### src/abas_pkg.sv
// ----------------------------------------------------------------------------
// abas_pkg
// Shared types and constants of the ADC block average scaler.
// ----------------------------------------------------------------------------
package abas_pkg;

  localparam int DEFAULT_SAMPLE_BITS = 12;

  localparam int SUM_BITS       = 20;
  localparam int COUNT_BITS     = 8;
  localparam int FS_BITS        = 12;
  localparam int REF_BITS       = 13;
  localparam int MV_BITS        = 16;
  localparam int PCT_BITS       = 8;
  localparam int PCT_SCALE_BITS = 7;
  localparam int CFG_DATA_BITS  = 13;
  localparam int CFG_INDEX_BITS = 2;
  localparam int STEP_BITS      = $clog2(SUM_BITS);

  localparam logic [PCT_SCALE_BITS-1:0] PERCENT_SCALE = 7'd100;

  localparam logic [COUNT_BITS-1:0] BLOCK_SIZE_RESET = 8'd16;
  localparam logic [FS_BITS-1:0]    FULL_SCALE_RESET = 12'd4095;
  localparam logic [REF_BITS-1:0]   REF_MV_RESET     = 13'd3300;

  typedef enum logic [CFG_INDEX_BITS-1:0] {
    CFG_BLOCK_SIZE = 2'd0,
    CFG_FULL_SCALE = 2'd1,
    CFG_REF_MV     = 2'd2
  } cfg_index_t;

  typedef enum logic [2:0] {
    ST_IDLE,
    ST_AVG_DIV,
    ST_MULT,
    ST_SCALE_LOAD,
    ST_SCALE_DIV,
    ST_DONE
  } state_t;

  typedef struct packed {
    logic accept;
    logic div_step;
    logic mult;
    logic scale_load;
    logic scale_step;
    logic out_load;
  } cmd_t;

  typedef struct packed {
    logic result_due;
    logic zero_result;
  } status_t;

endpackage

### src/adc_block_average_scaler.sv
// ----------------------------------------------------------------------------
// adc_block_average_scaler
// Boxcar average decimator with millivolt and percent scaling.
// ----------------------------------------------------------------------------
// Each sample is taken while the block is idle and added to the block
// accumulator. The sample that closes a block starts the result
// computation: a restoring division of the sum by the sample count, a
// multiplication, a range check, and a restoring division by the
// full-scale code shared in step by the millivolt and percent lanes, then
// a load of the result register. The input is ready again once the result
// register is loaded, with the divisions skipped when the block size is
// zero, provided the previous result has been taken by then. The result
// register stays valid until taken while new samples are accumulated.
// Configuration writes are meant for an idle block.
module adc_block_average_scaler #(
  parameter int SAMPLE_BITS = abas_pkg::DEFAULT_SAMPLE_BITS
) (
  input  logic                                    clk,
  input  logic                                    rst,
  input  logic                                    s_tvalid,
  output logic                                    s_tready,
  // sample
  input  logic [((SAMPLE_BITS + 7) / 8) * 8 - 1:0] s_tdata,
  output logic                                    m_tvalid,
  input  logic                                    m_tready,
  // average, millivolts, percent
  output logic [((SAMPLE_BITS + abas_pkg::MV_BITS + abas_pkg::PCT_BITS + 7) / 8) * 8 - 1:0]
                                                  m_tdata,
  input  logic                                    cfg_we,
  input  logic [abas_pkg::CFG_INDEX_BITS-1:0]     cfg_index,
  input  logic [abas_pkg::CFG_DATA_BITS-1:0]      cfg_data
);
  import abas_pkg::*;

  localparam int OUT_BITS   = SAMPLE_BITS + MV_BITS + PCT_BITS;
  localparam int M_BITS     = ((OUT_BITS + 7) / 8) * 8;

  cmd_t                   cmd;
  status_t                status;
  logic [SAMPLE_BITS-1:0] average;
  logic [MV_BITS-1:0]     millivolts;
  logic [PCT_BITS-1:0]    percent;

  abas_controller u_ctrl (
    .clk      (clk),
    .rst      (rst),
    .s_tvalid (s_tvalid),
    .s_tready (s_tready),
    .m_tvalid (m_tvalid),
    .m_tready (m_tready),
    .status   (status),
    .cmd      (cmd)
  );

  abas_datapath #(
    .SAMPLE_BITS(SAMPLE_BITS)
  ) u_dp (
    .clk        (clk),
    .rst        (rst),
    .cfg_we     (cfg_we),
    .cfg_index  (cfg_index),
    .cfg_data   (cfg_data),
    .sample     (s_tdata[SAMPLE_BITS-1:0]),
    .cmd        (cmd),
    .status     (status),
    .average    (average),
    .millivolts (millivolts),
    .percent    (percent)
  );

  assign m_tdata = M_BITS'({percent, millivolts, average});

endmodule

### src/abas_scale_lane.sv
// ----------------------------------------------------------------------------
// abas_scale_lane
// Restoring divider for a scaled average, one quotient bit per cycle while
// step is high, with a saturation flag when the quotient would not fit in MV_BITS.
// ----------------------------------------------------------------------------
module abas_scale_lane #(
  parameter int DIVIDEND_BITS = 28
) (
  input  logic                              clk,
  input  logic                              load,
  input  logic                              step,
  input  logic [DIVIDEND_BITS-1:0]          dividend,
  input  logic [abas_pkg::FS_BITS-1:0]      divisor,
  output logic [abas_pkg::MV_BITS-1:0]      quotient,
  output logic                              sat
);
  import abas_pkg::*;

  logic [FS_BITS-1:0]     rem;
  logic [MV_BITS-1:0]     quo;
  logic [DIVIDEND_BITS-1:0] limit;
  logic [FS_BITS:0]       trial;
  logic [FS_BITS:0]       diff;
  logic                   ge;

  assign limit = DIVIDEND_BITS'({divisor, {MV_BITS{1'b0}}});
  assign trial = {rem, quo[MV_BITS-1]};
  assign diff  = trial - {1'b0, divisor};
  assign ge    = trial >= {1'b0, divisor};

  // The upper part of the dividend is already below the divisor when the
  // quotient fits, so MV_BITS steps finish the division.
  always_ff @(posedge clk) begin
    if (load) begin
      sat <= dividend >= limit;
      rem <= dividend[MV_BITS +: FS_BITS];
      quo <= dividend[MV_BITS-1:0];
    end else if (step) begin
      rem <= ge ? diff[FS_BITS-1:0] : trial[FS_BITS-1:0];
      quo <= {quo[MV_BITS-2:0], ge};
    end
  end

  assign quotient = quo;

endmodule

### src/abas_datapath.sv
// ----------------------------------------------------------------------------
// abas_datapath
// Accumulator, configuration registers, average divider, scaling
// multipliers and dividers, and the result register.
// ----------------------------------------------------------------------------
module abas_datapath #(
  parameter int SAMPLE_BITS = abas_pkg::DEFAULT_SAMPLE_BITS
) (
  input  logic                                  clk,
  input  logic                                  rst,
  input  logic                                  cfg_we,
  input  logic [abas_pkg::CFG_INDEX_BITS-1:0]   cfg_index,
  input  logic [abas_pkg::CFG_DATA_BITS-1:0]    cfg_data,
  input  logic [SAMPLE_BITS-1:0]                sample,
  input  abas_pkg::cmd_t                        cmd,
  output abas_pkg::status_t                     status,
  output logic [SAMPLE_BITS-1:0]                average,
  output logic [abas_pkg::MV_BITS-1:0]          millivolts,
  output logic [abas_pkg::PCT_BITS-1:0]         percent
);
  import abas_pkg::*;

  localparam int MV_PROD_BITS  = SAMPLE_BITS + REF_BITS;
  localparam int PCT_PROD_BITS = SAMPLE_BITS + PCT_SCALE_BITS;
  localparam int EXT_BITS      = (MV_PROD_BITS > MV_BITS + FS_BITS) ?
                                 MV_PROD_BITS : MV_BITS + FS_BITS;

  logic [COUNT_BITS-1:0] block_size;
  logic [FS_BITS-1:0]    adc_full_scale;
  logic [REF_BITS-1:0]   reference_millivolts;

  logic [SUM_BITS-1:0]   sum_of_samples;
  logic [COUNT_BITS-1:0] samples_taken;
  logic                  add_sample;
  logic [SUM_BITS-1:0]   sum_acc;
  logic [COUNT_BITS-1:0] taken_acc;

  logic [SUM_BITS-1:0]   div_quo;
  logic [COUNT_BITS-1:0] div_rem;
  logic [COUNT_BITS-1:0] div_den;
  logic [COUNT_BITS:0]   div_trial;
  logic [COUNT_BITS:0]   div_diff;
  logic                  div_ge;
  logic                  zero_res;

  logic [MV_PROD_BITS-1:0]  mv_prod;
  logic [PCT_PROD_BITS-1:0] pct_prod;
  logic [MV_BITS-1:0]       mv_quo;
  logic [MV_BITS-1:0]       pct_quo;
  logic                     mv_sat;
  logic                     pct_sat;
  logic [SAMPLE_BITS-1:0]   avg;

  always_ff @(posedge clk) begin
    if (rst) begin
      block_size           <= BLOCK_SIZE_RESET;
      adc_full_scale       <= FULL_SCALE_RESET;
      reference_millivolts <= REF_MV_RESET;
    end else if (cfg_we) begin
      case (cfg_index)
        CFG_BLOCK_SIZE: block_size           <= cfg_data[COUNT_BITS-1:0];
        CFG_FULL_SCALE: adc_full_scale       <= cfg_data[FS_BITS-1:0];
        CFG_REF_MV:     reference_millivolts <= cfg_data[REF_BITS-1:0];
        default: ;
      endcase
    end
  end

  // A sample is only added while the block is still short; a block size
  // lowered to or under the count closes the block without the new sample.
  assign add_sample = samples_taken < block_size;
  assign sum_acc    = add_sample ? sum_of_samples + SUM_BITS'(sample) : sum_of_samples;
  assign taken_acc  = add_sample ? samples_taken + 1'b1 : samples_taken;

  assign status.result_due  = taken_acc >= block_size;
  assign status.zero_result = taken_acc == '0;

  always_ff @(posedge clk) begin
    if (rst) begin
      sum_of_samples <= '0;
      samples_taken  <= '0;
    end else if (cmd.accept) begin
      if (status.result_due) begin
        sum_of_samples <= '0;
        samples_taken  <= '0;
      end else begin
        sum_of_samples <= sum_acc;
        samples_taken  <= taken_acc;
      end
    end
  end

  assign div_trial = {div_rem, div_quo[SUM_BITS-1]};
  assign div_diff  = div_trial - {1'b0, div_den};
  assign div_ge    = div_trial >= {1'b0, div_den};
  assign avg       = div_quo[SAMPLE_BITS-1:0];

  always_ff @(posedge clk) begin
    if (cmd.accept) begin
      div_quo  <= sum_acc;
      div_rem  <= '0;
      div_den  <= taken_acc;
      zero_res <= status.zero_result;
    end else if (cmd.div_step) begin
      div_rem <= div_ge ? div_diff[COUNT_BITS-1:0] : div_trial[COUNT_BITS-1:0];
      div_quo <= {div_quo[SUM_BITS-2:0], div_ge};
    end
  end

  always_ff @(posedge clk) begin
    if (cmd.mult) begin
      mv_prod  <= avg * reference_millivolts;
      pct_prod <= avg * PERCENT_SCALE;
    end
  end

  abas_scale_lane #(
    .DIVIDEND_BITS(EXT_BITS)
  ) u_mv_lane (
    .clk      (clk),
    .load     (cmd.scale_load),
    .step     (cmd.scale_step),
    .dividend (EXT_BITS'(mv_prod)),
    .divisor  (adc_full_scale),
    .quotient (mv_quo),
    .sat      (mv_sat)
  );

  abas_scale_lane #(
    .DIVIDEND_BITS(EXT_BITS)
  ) u_pct_lane (
    .clk      (clk),
    .load     (cmd.scale_load),
    .step     (cmd.scale_step),
    .dividend (EXT_BITS'(pct_prod)),
    .divisor  (adc_full_scale),
    .quotient (pct_quo),
    .sat      (pct_sat)
  );

  always_ff @(posedge clk) begin
    if (cmd.out_load) begin
      if (zero_res) begin
        average    <= '0;
        millivolts <= '0;
        percent    <= '0;
      end else begin
        average    <= avg;
        millivolts <= mv_sat ? {MV_BITS{1'b1}} : mv_quo;
        percent    <= (pct_sat || (|pct_quo[MV_BITS-1:PCT_BITS])) ?
                      {PCT_BITS{1'b1}} : pct_quo[PCT_BITS-1:0];
      end
    end
  end

endmodule

### src/abas_controller.sv
// ----------------------------------------------------------------------------
// abas_controller
// Sequencer for sample intake, the average and scaling divisions, and the
// result handshake.
// ----------------------------------------------------------------------------
module abas_controller (
  input  logic               clk,
  input  logic               rst,
  input  logic               s_tvalid,
  output logic               s_tready,
  output logic               m_tvalid,
  input  logic               m_tready,
  input  abas_pkg::status_t  status,
  output abas_pkg::cmd_t     cmd
);
  import abas_pkg::*;

  state_t               state;
  state_t               state_next;
  logic [STEP_BITS-1:0] cnt;
  logic [STEP_BITS-1:0] cnt_next;
  logic                 out_valid;
  logic                 out_valid_next;

  always_ff @(posedge clk) begin
    if (rst) begin
      state     <= ST_IDLE;
      cnt       <= '0;
      out_valid <= 1'b0;
    end else begin
      state     <= state_next;
      cnt       <= cnt_next;
      out_valid <= out_valid_next;
    end
  end

  always_comb begin
    state_next = state;
    cnt_next   = cnt;
    cmd        = '0;
    s_tready   = 1'b0;
    case (state)
      ST_IDLE: begin
        s_tready = 1'b1;
        if (s_tvalid) begin
          cmd.accept = 1'b1;
          if (status.result_due) begin
            state_next = status.zero_result ? ST_DONE : ST_AVG_DIV;
          end
        end
      end
      ST_AVG_DIV: begin
        cmd.div_step = 1'b1;
        cnt_next     = cnt + 1'b1;
        if (cnt == STEP_BITS'(SUM_BITS - 1)) begin
          cnt_next   = '0;
          state_next = ST_MULT;
        end
      end
      ST_MULT: begin
        cmd.mult   = 1'b1;
        state_next = ST_SCALE_LOAD;
      end
      ST_SCALE_LOAD: begin
        cmd.scale_load = 1'b1;
        state_next     = ST_SCALE_DIV;
      end
      ST_SCALE_DIV: begin
        cmd.scale_step = 1'b1;
        cnt_next       = cnt + 1'b1;
        if (cnt == STEP_BITS'(MV_BITS - 1)) begin
          cnt_next   = '0;
          state_next = ST_DONE;
        end
      end
      ST_DONE: begin
        // Wait for the result register to empty before overwriting it.
        if (!out_valid || m_tready) begin
          cmd.out_load = 1'b1;
          state_next   = ST_IDLE;
        end
      end
      default: begin
        state_next = ST_IDLE;
        cnt_next   = '0;
      end
    endcase
    out_valid_next = cmd.out_load ? 1'b1 : (out_valid && !m_tready);
  end

  assign m_tvalid = out_valid;

endmodule

### config.mk
export PLATFORM = sky130hd
export DESIGN_NAME = adc_block_average_scaler
export DESIGN_NICKNAME = d
export VERILOG_FILES = /design/src/abas_pkg.sv /design/src/adc_block_average_scaler.sv /design/src/abas_scale_lane.sv /design/src/abas_datapath.sv /design/src/abas_controller.sv
export SDC_FILE = /design/constraint.sdc
export NUM_CORES = 1
export LEC_CHECK = 0
export ABC_AREA = 1
export BUFFER_PORTS_ARGS = -buffer_cell sky130_fd_sc_hd__clkbuf_2
export CAP_MARGIN = 20
export CORE_ASPECT_RATIO = 0.9
export CORE_MARGIN = 2
export CORE_UTILIZATION = 50
export DETAILED_ROUTE_END_ITERATION = 10
export GPL_TIMING_DRIVEN = 0
export PLACE_DENSITY = 0.63
export SKIP_CTS_REPAIR_TIMING = 1
export SLEW_MARGIN = 5
export SYNTH_ARGS = -nofsm -noshare
export SYNTH_HDL_FRONTEND = slang
export SYNTH_SLANG_ARGS = --single-unit
### constraint.sdc
create_clock -name clk -period 6.3 [get_ports clk]
set_input_delay 0.315 -clock clk [delete_from_list [all_inputs] [get_ports clk]]
set_output_delay 0.315 -clock clk [all_outputs]
set_load 0.01 [all_outputs]
==> impl_metrics.yaml, run 1 <==
timing:
  max_freq_mhz: 168.1
  relSlewSlack_pct: 28.56
  setup_tns_ns: 0
  slew_viol_final: 0
  period_minus_slack_ns: 5.949
  period_share_pct: 94.43
  whs_ns: 0.02415
  hold_viol_final: 0
  worst_pin_slew_ns: 1.072
  finalSetupViolCount: 0
  grt_setup_unrepaired: "no"
  finClkSkew_ns: 0.01984
finish:
  layout_common_cells: "529 x nand2_1, 448 x inv_1, 179 x ha_1, 153 x edfxtp_1, 128 x a21oi_1"
  fill_cells: 3488
  multi_input_area_mm2: 0.01048
  final_common_cell: "nand2_1"
  n_antenna_cell: 0
  seq_area_mm2: 0.006396
  final_nets: 2712
  drive_above_1_share_pct: 7.676
  syn_to_final_growth_pct: 10.49
  instances_no_fill: 2880
global_routing:
  grt_max_degree: 30
  grtUsageTotal_pct: 24.83
  grt_pass1_vias: 14720
  grt_pass1_wl_um: 77950
  antenna_found_initial: 0
  overflow: 0
placed_design:
  dpl.hpwl_um: 38030
  place_congestion: 0.9152
  placed_cells_incl_taps: 2830
  port-buffer-count: 68
critical_path:
  required_ns: 6.59
  path_max_fanout: 10
  cpMostUsedCell: "fa_1"
  startpoint_type: "register"
  cpPeakStageDelay_ns: 0.62
  arrival_ns: 6.24
  cp-end-kind: "register"
  crit_chain: "clkbuf_1, nand2_1, fa_1, fa_1, fa_1, inv_1, fa_1, inv_1, fa_1, inv_1, ha_1, a21oi_1, o21ai_0, a21oi_1, o21ai_1, a21oi_1, o211ai_1, xor2_1"
  cp_slowest_cell: "edfxtp_1"
  setup.worst_path.class: "register to register"
cts:
  cts_root_buf: "clkbuf_16"
  clock-sinks: 243
  clock_path_buffers: 3
  cts_tree: "built"
  path_clk_slew_ns: 0.07
  cts-buffers-inserted: 27
  worstSkewPairLatency_ns: 0.55
  htree_num_levels: 1
route:
  drt-pass1-iter-count: 6
  wire_per_inst_um: 16.69
  routed-via-count: 15210
  antenna_left: 0
  wl_um: 48060
  drc: 0
  first_iter_violations: 1180
  viasPerCell: 5.282
floorplan:
  dieArea_mm2: 0.03933
  row_count: 67
  dieWidth_um: 208.8
  core_area_mm2: 0.03722
  die_h_um: 188.4
  initial_core_util_pct: 50.73
  io_pins: 78
synthesis:
  synthTopCellsByArea: "edfxtp_1 24%, fa_1 13%, ha_1 12%"
  post_synth_instance_area_mm2: 0.01888
  ys_seq_area_share_pct: 33.88
  ys_dominant_reg_cell: "edfxtp_1"
  synth.distinct_cells: 48
  yosysWarnings: 0
  synth_edf_count: 153
  netlist.top_cell.by_area: "edfxtp_1"
  async_flop_share_pct: 0
  syn_inst: 2273
  ys_seq_elements: 243
  synthDominantCellAreaShare_pct: 24.33
  syn_area_per_cell_um2: 8.306
run_status:
  status: "complete, no violations"
worst_hold_path:
  hp-class: "input pin to register"
flow_run:
  cap_violations: 0
cell families (layout without fill, tap and decap cells):
logic type / after synthesis / in the layout / synth area share, %
compound gates: 329 / 329 / 9.708
simple gates: 807 / 807 / 17.87
flops: 243 / 243 / 33.88
buf+inv: 527 / 648 / 10.78
other cells: 1 / 4 / 0.01986
xor+xnor: 66 / 66 / 3.062
fa+ha+maj: 300 / 300 / 24.69
state kept, by name, indices dropped and copies added (netlist names), 12 cells and up:
name                       flops
u_dp.mv_prod                  25
u_dp.u_mv_lane.quotient       16
u_dp.reference_millivolts     13
u_dp.average                  12
u_dp.u_pct_lane.rem           12
u_dp.adc_full_scale           12
u_dp.u_mv_lane.rem            12
u_dp.pct_prod                 17
u_dp.u_pct_lane.quotient      16
u_dp.sum_of_samples           20
u_dp.millivolts               16
u_dp.div_quo                  20
final timing paths:
kind,startpoint,endpoint,slack [ns],cells past startpoint
worst min-delay path,cfg_data[9],u_dp.reference_millivolts[9],0.02,3
worst min register to register,u_dp.u_pct_lane.rem[11],u_dp.u_pct_lane.rem[11],0.46,2
worst max-delay path,u_dp.div_quo[5],u_dp.mv_prod[23],0.35,18
worst max register to register,u_dp.div_quo[5],u_dp.mv_prod[23],0.35,18
Yosys cell counts (6+ instances only):
cell and count:
a21oi_1 129, a31oi_1 6, buf_2 13, clkbuf_1 53, dfxtp_1 90, edfxtp_1 153
fa_1 121, ha_1 179, inv_1 449, nand2_1 529, nand2_2 11, nand3_1 79
nand4_1 32, nor2_1 106, nor3_1 17, nor4_1 11, o211ai_1 27, o21ai_0 113
o21ai_1 20, o21bai_1 7, or2_2 10, xnor2_1 27, xor2_1 39
through the flow:
step	utilization, %	instance area [um^2]	setup WS, ns
finish	56.05	20860	0.3510
global route	56.05	20860	0.1148
CTS	56.05	20860	0.3916
detailed placement	53.51	19920	0.4276
global placement	53.29	19840	0.4705
floorplan	-	18890	1.240
routing by layer:
metal | vias up | track usage (%) | share of wire, %
met2 | 475 | 38.36 | 43
met4 | 0 | 5.522 | 1.9
li1 | 7483 | - | -
met5 | - | 0 | 0
met1 | 7194 | 37.43 | 48
met3 | 60 | 2.983 | 7.3
final cells by class:
cell class	count	area share (%)
Buffer	73	1.571
Clock buffer	34	3.833
Clock inverter	16	0.7017
Inverter	454	8.181
Multi-Input combinational cell	1506	50.24
Sequential cell	243	30.66
Tap cell	483	2.897
Timing Repair Buffer	71	1.919
worst max-delay path: cells and delay by family, from the launching register on:
family | cells | cell delay (ns)
adder cells (fa/ha/maj) | 6 | 2.99
AO/OA/AOI/OAI | 6 | 1.12
buffers and inverters | 4 | 0.62
flip-flops | 1 | 0.62
AND/OR/NAND/NOR | 1 | 0.17
XOR/XNOR | 1 | 0.15
Power of run 1 is not shown: default switching activity piles up to over one toggle a cycle in this logic, so the estimate is an artifact.
==> inputs of run 2 (changes only) <==
- PLACE_DENSITY: 0.63 -> 0.79
==> run 2 against run 1 <==
Sequential share of layout area is essentially flat. Final area shrank 0.16%. Flip-flop and latch count is the same. Register-to-register slack gained 0.04 ns. Clock skew grew 0.012 ns. Utilization shrank 0.087 points.
==> impl_metrics.yaml, run 2 (same netlist as run 1, synthesis figures left out) <==
finish:
  drive_above_1_share_pct: 7.471
  n_antenna_cell: 0
  largestRegisters: "u_dp.mv_prod x25, u_dp.div_quo x20, u_dp.sum_of_samples x20"
  final_area_mm2: 0.02083
  final_nets: 2711
  largest-register: "u_dp.mv_prod"
  final_common_cell: "nand2_1"
  syn_to_final_growth_pct: 10.32
  largest_register_ffs: 25
  layout_common_cells: "529 x nand2_1, 448 x inv_1, 179 x ha_1, 153 x edfxtp_1, 128 x a21oi_1"
timing:
  setup_tns_ns: 0
  finClkSkew_ns: 0.03211
  whs_ns: 0.03359
  relSlewSlack_pct: 24.31
  finalSetupViolCount: 0
  grt_setup_unrepaired: "no"
  slew_viol_final: 0
  hold_viol_final: 0
  worst_pin_slew_ns: 1.135
  period_minus_slack_ns: 5.905
  max_freq_mhz: 169.4
  fin_ws_ns: 0.3954
  period_share_pct: 93.72
cts:
  clock_path_buffers: 3
  path_clk_slew_ns: 0.06
  worstSkewPairLatency_ns: 0.56
  cts-buffers-inserted: 27
  clock-sinks: 243
  cts_root_buf: "clkbuf_16"
  htree_num_levels: 1
  cts_tree: "built"
route:
  drt-pass1-iter-count: 6
  routed-via-count: 15590
  wl_met1_um: 20390
  wl_um: 47370
  met3_length_um: 3796
  viasPerCell: 5.416
  wire_per_inst_um: 16.45
  antenna_left: 0
  wl_met2_um: 21940
  routed.top_layer: "met4"
  drc: 0
  first_iter_violations: 1667
floorplan:
  dieWidth_um: 208.8
  die_h_um: 188.4
  row_count: 67
  io_pins: 78
  dieArea_mm2: 0.03933
  initial_core_util_pct: 50.73
  core_area_mm2: 0.03722
worst_hold_path:
  hp-class: "input pin to register"
  min-delay-start: "cfg_data[9]"
critical_path:
  setup.worst_path.class: "register to register"
  startpoint_type: "register"
  arrival_ns: 6.19
  required_ns: 6.58
  path_max_fanout: 10
  cp-end-kind: "register"
  worstSetupStartpoint: "u_dp.div_quo[5]"
  rr_startpoint: "u_dp.div_quo[5]"
global_routing:
  grt_max_degree: 45
  antenna_found_initial: 0
  grt_pass1_vias: 15420
  grt_pass1_wl_um: 78160
  overflow: 0
  grtUsageTotal_pct: 24.59
placed_design:
  dpl.hpwl_um: 36780
  postPlaceCellArea_mm2: 0.01990
  port-buffer-count: 68
  post-place-ws_ns: 0.5353
  place_congestion: 0.9567
flow_run:
  cap_violations: 0
run_status:
  status: "complete, no violations"
-- run 2: cell types whose count changed in the layout (fill, tap and decap cells not counted), sizes merged --
| cell | previous run | this run |
|---|---|---|
| bufinv | 2 | 3 |
| inv | 457 | 455 |
| clkinvlp | 1 | 0 |
| clkbuf | 155 | 157 |
| buf | 23 | 22 |
-- run 2: layout make-up --
| class | instances | area (um^2) |
|---|---|---|
| Buffer | 73 | 327.8 |
| Clock buffer | 36 | 750.7 |
| Clock inverter | 14 | 175.2 |
| Fill cell | 3167 | 16390 |
| Inverter | 454 | 1707 |
| Multi-Input combinational cell | 1506 | 10480 |
| Sequential cell | 243 | 6396 |
| Tap cell | 483 | 604.3 |
| Timing Repair Buffer | 70 | 387.9 |
-- run 2: path summary, 6_finish.rpt --
kind / end / slack (ns) / cells after the start
hold / removal: u_dp.adc_full_scale[9] / 0.03 / 3
setup reg to reg: u_dp.mv_prod[23] / 0.40 / 18
hold reg to reg: u_dp.div_rem[1] / 0.48 / 2
setup / recovery: u_dp.mv_prod[23] / 0.40 / 18
-- run 2: worst max-delay path, cell delays in order (launching register included) --
cell and delay, ns:
edfxtp_1 0.63, clkbuf_1 0.49, nand2_1 0.16, fa_1 0.52
fa_1 0.51, inv_1 0.06, fa_1 0.47, fa_1 0.55
inv_1 0.06, fa_1 0.53, inv_1 0.04, ha_1 0.37
a21oi_1 0.20, o21ai_0 0.12, a21oi_1 0.14, o21ai_1 0.11
a21oi_1 0.35, o211ai_1 0.15, xor2_1 0.16
-- run 2: per-stage QoR --
step / utilization (%) / instances
finish: 55.96 / 2879
global route: 55.96 / 2879
CTS: 55.96 / 2879
detailed placement: 53.47 / 2829
global placement: 53.29 / 2827
floorplan: - / 2276
-- run 2: per-layer routing --
| layer | up-vias | track usage [%] |
|---|---|---|
| met5 | - | 0 |
| met3 | 84 | 2.883 |
| met1 | 7379 | 34.48 |
| met2 | 652 | 40.24 |
| li1 | 7477 | - |
| met4 | 0 | 7.280 |
Power of run 2 is left out for the same reason.
==> inputs of run 3 (changes only) <==
- SYNTH_HIERARCHICAL: unset -> 1
==> run 3 against run 2 <==
Clock-buffer cell count down 6. Fmax rose by 0.13%. Non-clock buffer count is 11 higher. Clock skew is 0.021 ns higher. Area after synthesis rose by 8.8%. Worst setup slack better by 0.0077 ns. First-iteration DRC count fell by 19%. Sequential share of layout area decreased by 2.1 points. Highest routed layer unchanged.
==> impl_metrics.yaml, run 3 <==
finish:
  largest-register: "u_dp/mv_prod"
  layout_common_cells: "686 x nand2_1, 472 x inv_1, 191 x ha_1, 165 x edfxtp_1, 133 x nor2_1"
  largestRegisters: "u_dp/mv_prod x25, u_dp/div_quo x20, u_dp/sum_of_samples x20"
  final_common_cell: "nand2_1"
  final_nets: 3026
  largest_register_ffs: 25
  seq_area_mm2: 0.006516
  final_area_mm2: 0.02275
  drive_above_1_share_pct: 10.15
  multi_input_area_mm2: 0.01186
  instances_no_fill: 3241
  syn_to_final_growth_pct: 10.71
  fill_cells: 3575
floorplan:
  dieArea_mm2: 0.04273
  core_area_mm2: 0.04055
  row_count: 70
  io_pins: 78
  initial_core_util_pct: 50.67
  dieWidth_um: 217.7
  die_h_um: 196.3
synthesis:
  synthTopCellsByArea: "edfxtp_1 24%, nand2_1 13%, fa_1 12%"
  synth_edf_count: 165
  syn_inst: 2547
  synth.distinct_cells: 52
  ys_seq_area_share_pct: 31.72
  ys_dominant_reg_cell: "edfxtp_1"
  yosysMostFrequentCell: "nand2_1"
  syn_area_per_cell_um2: 8.067
  netlist.top_cell.by_area: "edfxtp_1"
  ys_seq_elements: 243
  synthDominantCellAreaShare_pct: 24.12
  post_synth_instance_area_mm2: 0.02055
  synthTopCellsByCount: "686 x nand2_1, 472 x inv_1, 191 x ha_1"
  async_flop_share_pct: 0
  yosysWarnings: 6
global_routing:
  grt_pass1_vias: 16940
  grtUsageTotal_pct: 24.26
  antenna_found_initial: 1
  grt_max_degree: 29
  grt_pass1_wl_um: 83730
  overflow: 0
route:
  routed-via-count: 17220
  antenna_left: 0
  wire_per_inst_um: 15.89
  drt-pass1-iter-count: 6
  first_iter_violations: 1343
  viasPerCell: 5.313
  drc: 0
  wl_um: 51510
cts:
  cts_tree: "built"
  cts-buffers-inserted: 28
  clock_path_buffers: 3
  path_clk_slew_ns: 0.06
  worstSkewPairLatency_ns: 0.59
  cts_root_buf: "clkbuf_16"
  clock-sinks: 243
  htree_num_levels: 1
timing:
  max_freq_mhz: 169.6
  relSlewSlack_pct: 36.63
  grt_setup_unrepaired: "no"
  period_minus_slack_ns: 5.897
  finClkSkew_ns: 0.05298
  worst_pin_slew_ns: 0.9470
  setup_tns_ns: 0
  hold_viol_final: 0
  whs_ns: 0.02019
  period_share_pct: 93.60
  slew_viol_final: 0
  finalSetupViolCount: 0
placed_design:
  postPlaceCellArea_mm2: 0.02175
  place_congestion: 0.9217
  placed_cells_incl_taps: 3188
  port-buffer-count: 69
  dpl.hpwl_um: 40180
critical_path:
  path_max_fanout: 10
  setup.worst_path.class: "register to register"
  arrival_ns: 6.19
  cp-end-kind: "register"
  reg2reg_slack_ns: 0.40
  required_ns: 6.59
  startpoint_type: "register"
  reg2reg_depth: 19
flow_run:
  cap_violations: 0
worst_hold_path:
  hold-path-cell-count: 3
  hp-class: "input pin to register"
run_status:
  status: "complete, no violations"
## run 3: worst paths after layout
check / startpoint / end
hold / removal: cfg_data[1] / u_dp/adc_full_scale[1]
hold reg to reg: u_dp/div_rem[1] / u_dp/div_rem[1]
setup / recovery: u_dp/div_quo[3] / u_dp/mv_prod[21]
setup reg to reg: u_dp/div_quo[3] / u_dp/mv_prod[21]
## run 3: metal layers
metal | global-route usage (%) | part of all wire [%] | vias up | routed length, um
met5 | 0 | 0 | - | 0
met1 | 32.40 | 42 | 8088 | 21800
li1 | - | - | 8310 | -
met4 | 9.031 | 4.1 | 0 | 2088
met3 | 3.473 | 8.1 | 116 | 4177
met2 | 40.06 | 46 | 707 | 23450
## run 3: final cells by class
class                           instances  share of cell area, %
Buffer                                 81                  2.090
Clock inverter                         22                  1.271
Timing Repair Buffer                   73                  1.771
Sequential cell                       243                  28.65
Inverter                              485                  8.004
Antenna cell                            1                0.01100
Tap cell                              540                  2.970
Clock buffer                           30                  3.113
Multi-Input combinational cell       1766                  52.12
## run 3: cell families after synthesis
logic type / synth area share [%]
xor gates and xnor gates: 2.472
and+or+nand+nor: 24.71
other: 0.03655
buffers and inverters: 11.17
DFF: 31.72
adders and majority gates: 23.42
AOI/OAI and AO/OA: 6.474
## run 3: worst max-delay path, cell delays in order (launching register included)
cell and delay, ns:
edfxtp_1 0.77, clkbuf_1 0.53, nand2_1 0.16, fa_1 0.49, fa_1 0.53, inv_1 0.05
fa_1 0.49, fa_1 0.55, inv_1 0.06, fa_1 0.53, inv_1 0.04, ha_1 0.34
a21oi_1 0.28, o21ai_0 0.17, a21oi_1 0.17, nand2_1 0.15, nand3_1 0.12, nand2_1 0.06
nand2_1 0.06, nand2_1 0.05
## run 3: per-stage QoR
step                worst slack, ns  utilization, %
floorplan                     1.374               -
global placement             0.7759           53.44
detailed placement           0.6051           53.63
CTS                          0.5279           56.08
global route                 0.2506           56.09
finish                       0.4030           56.09
Power of run 3 is left out for the same reason.
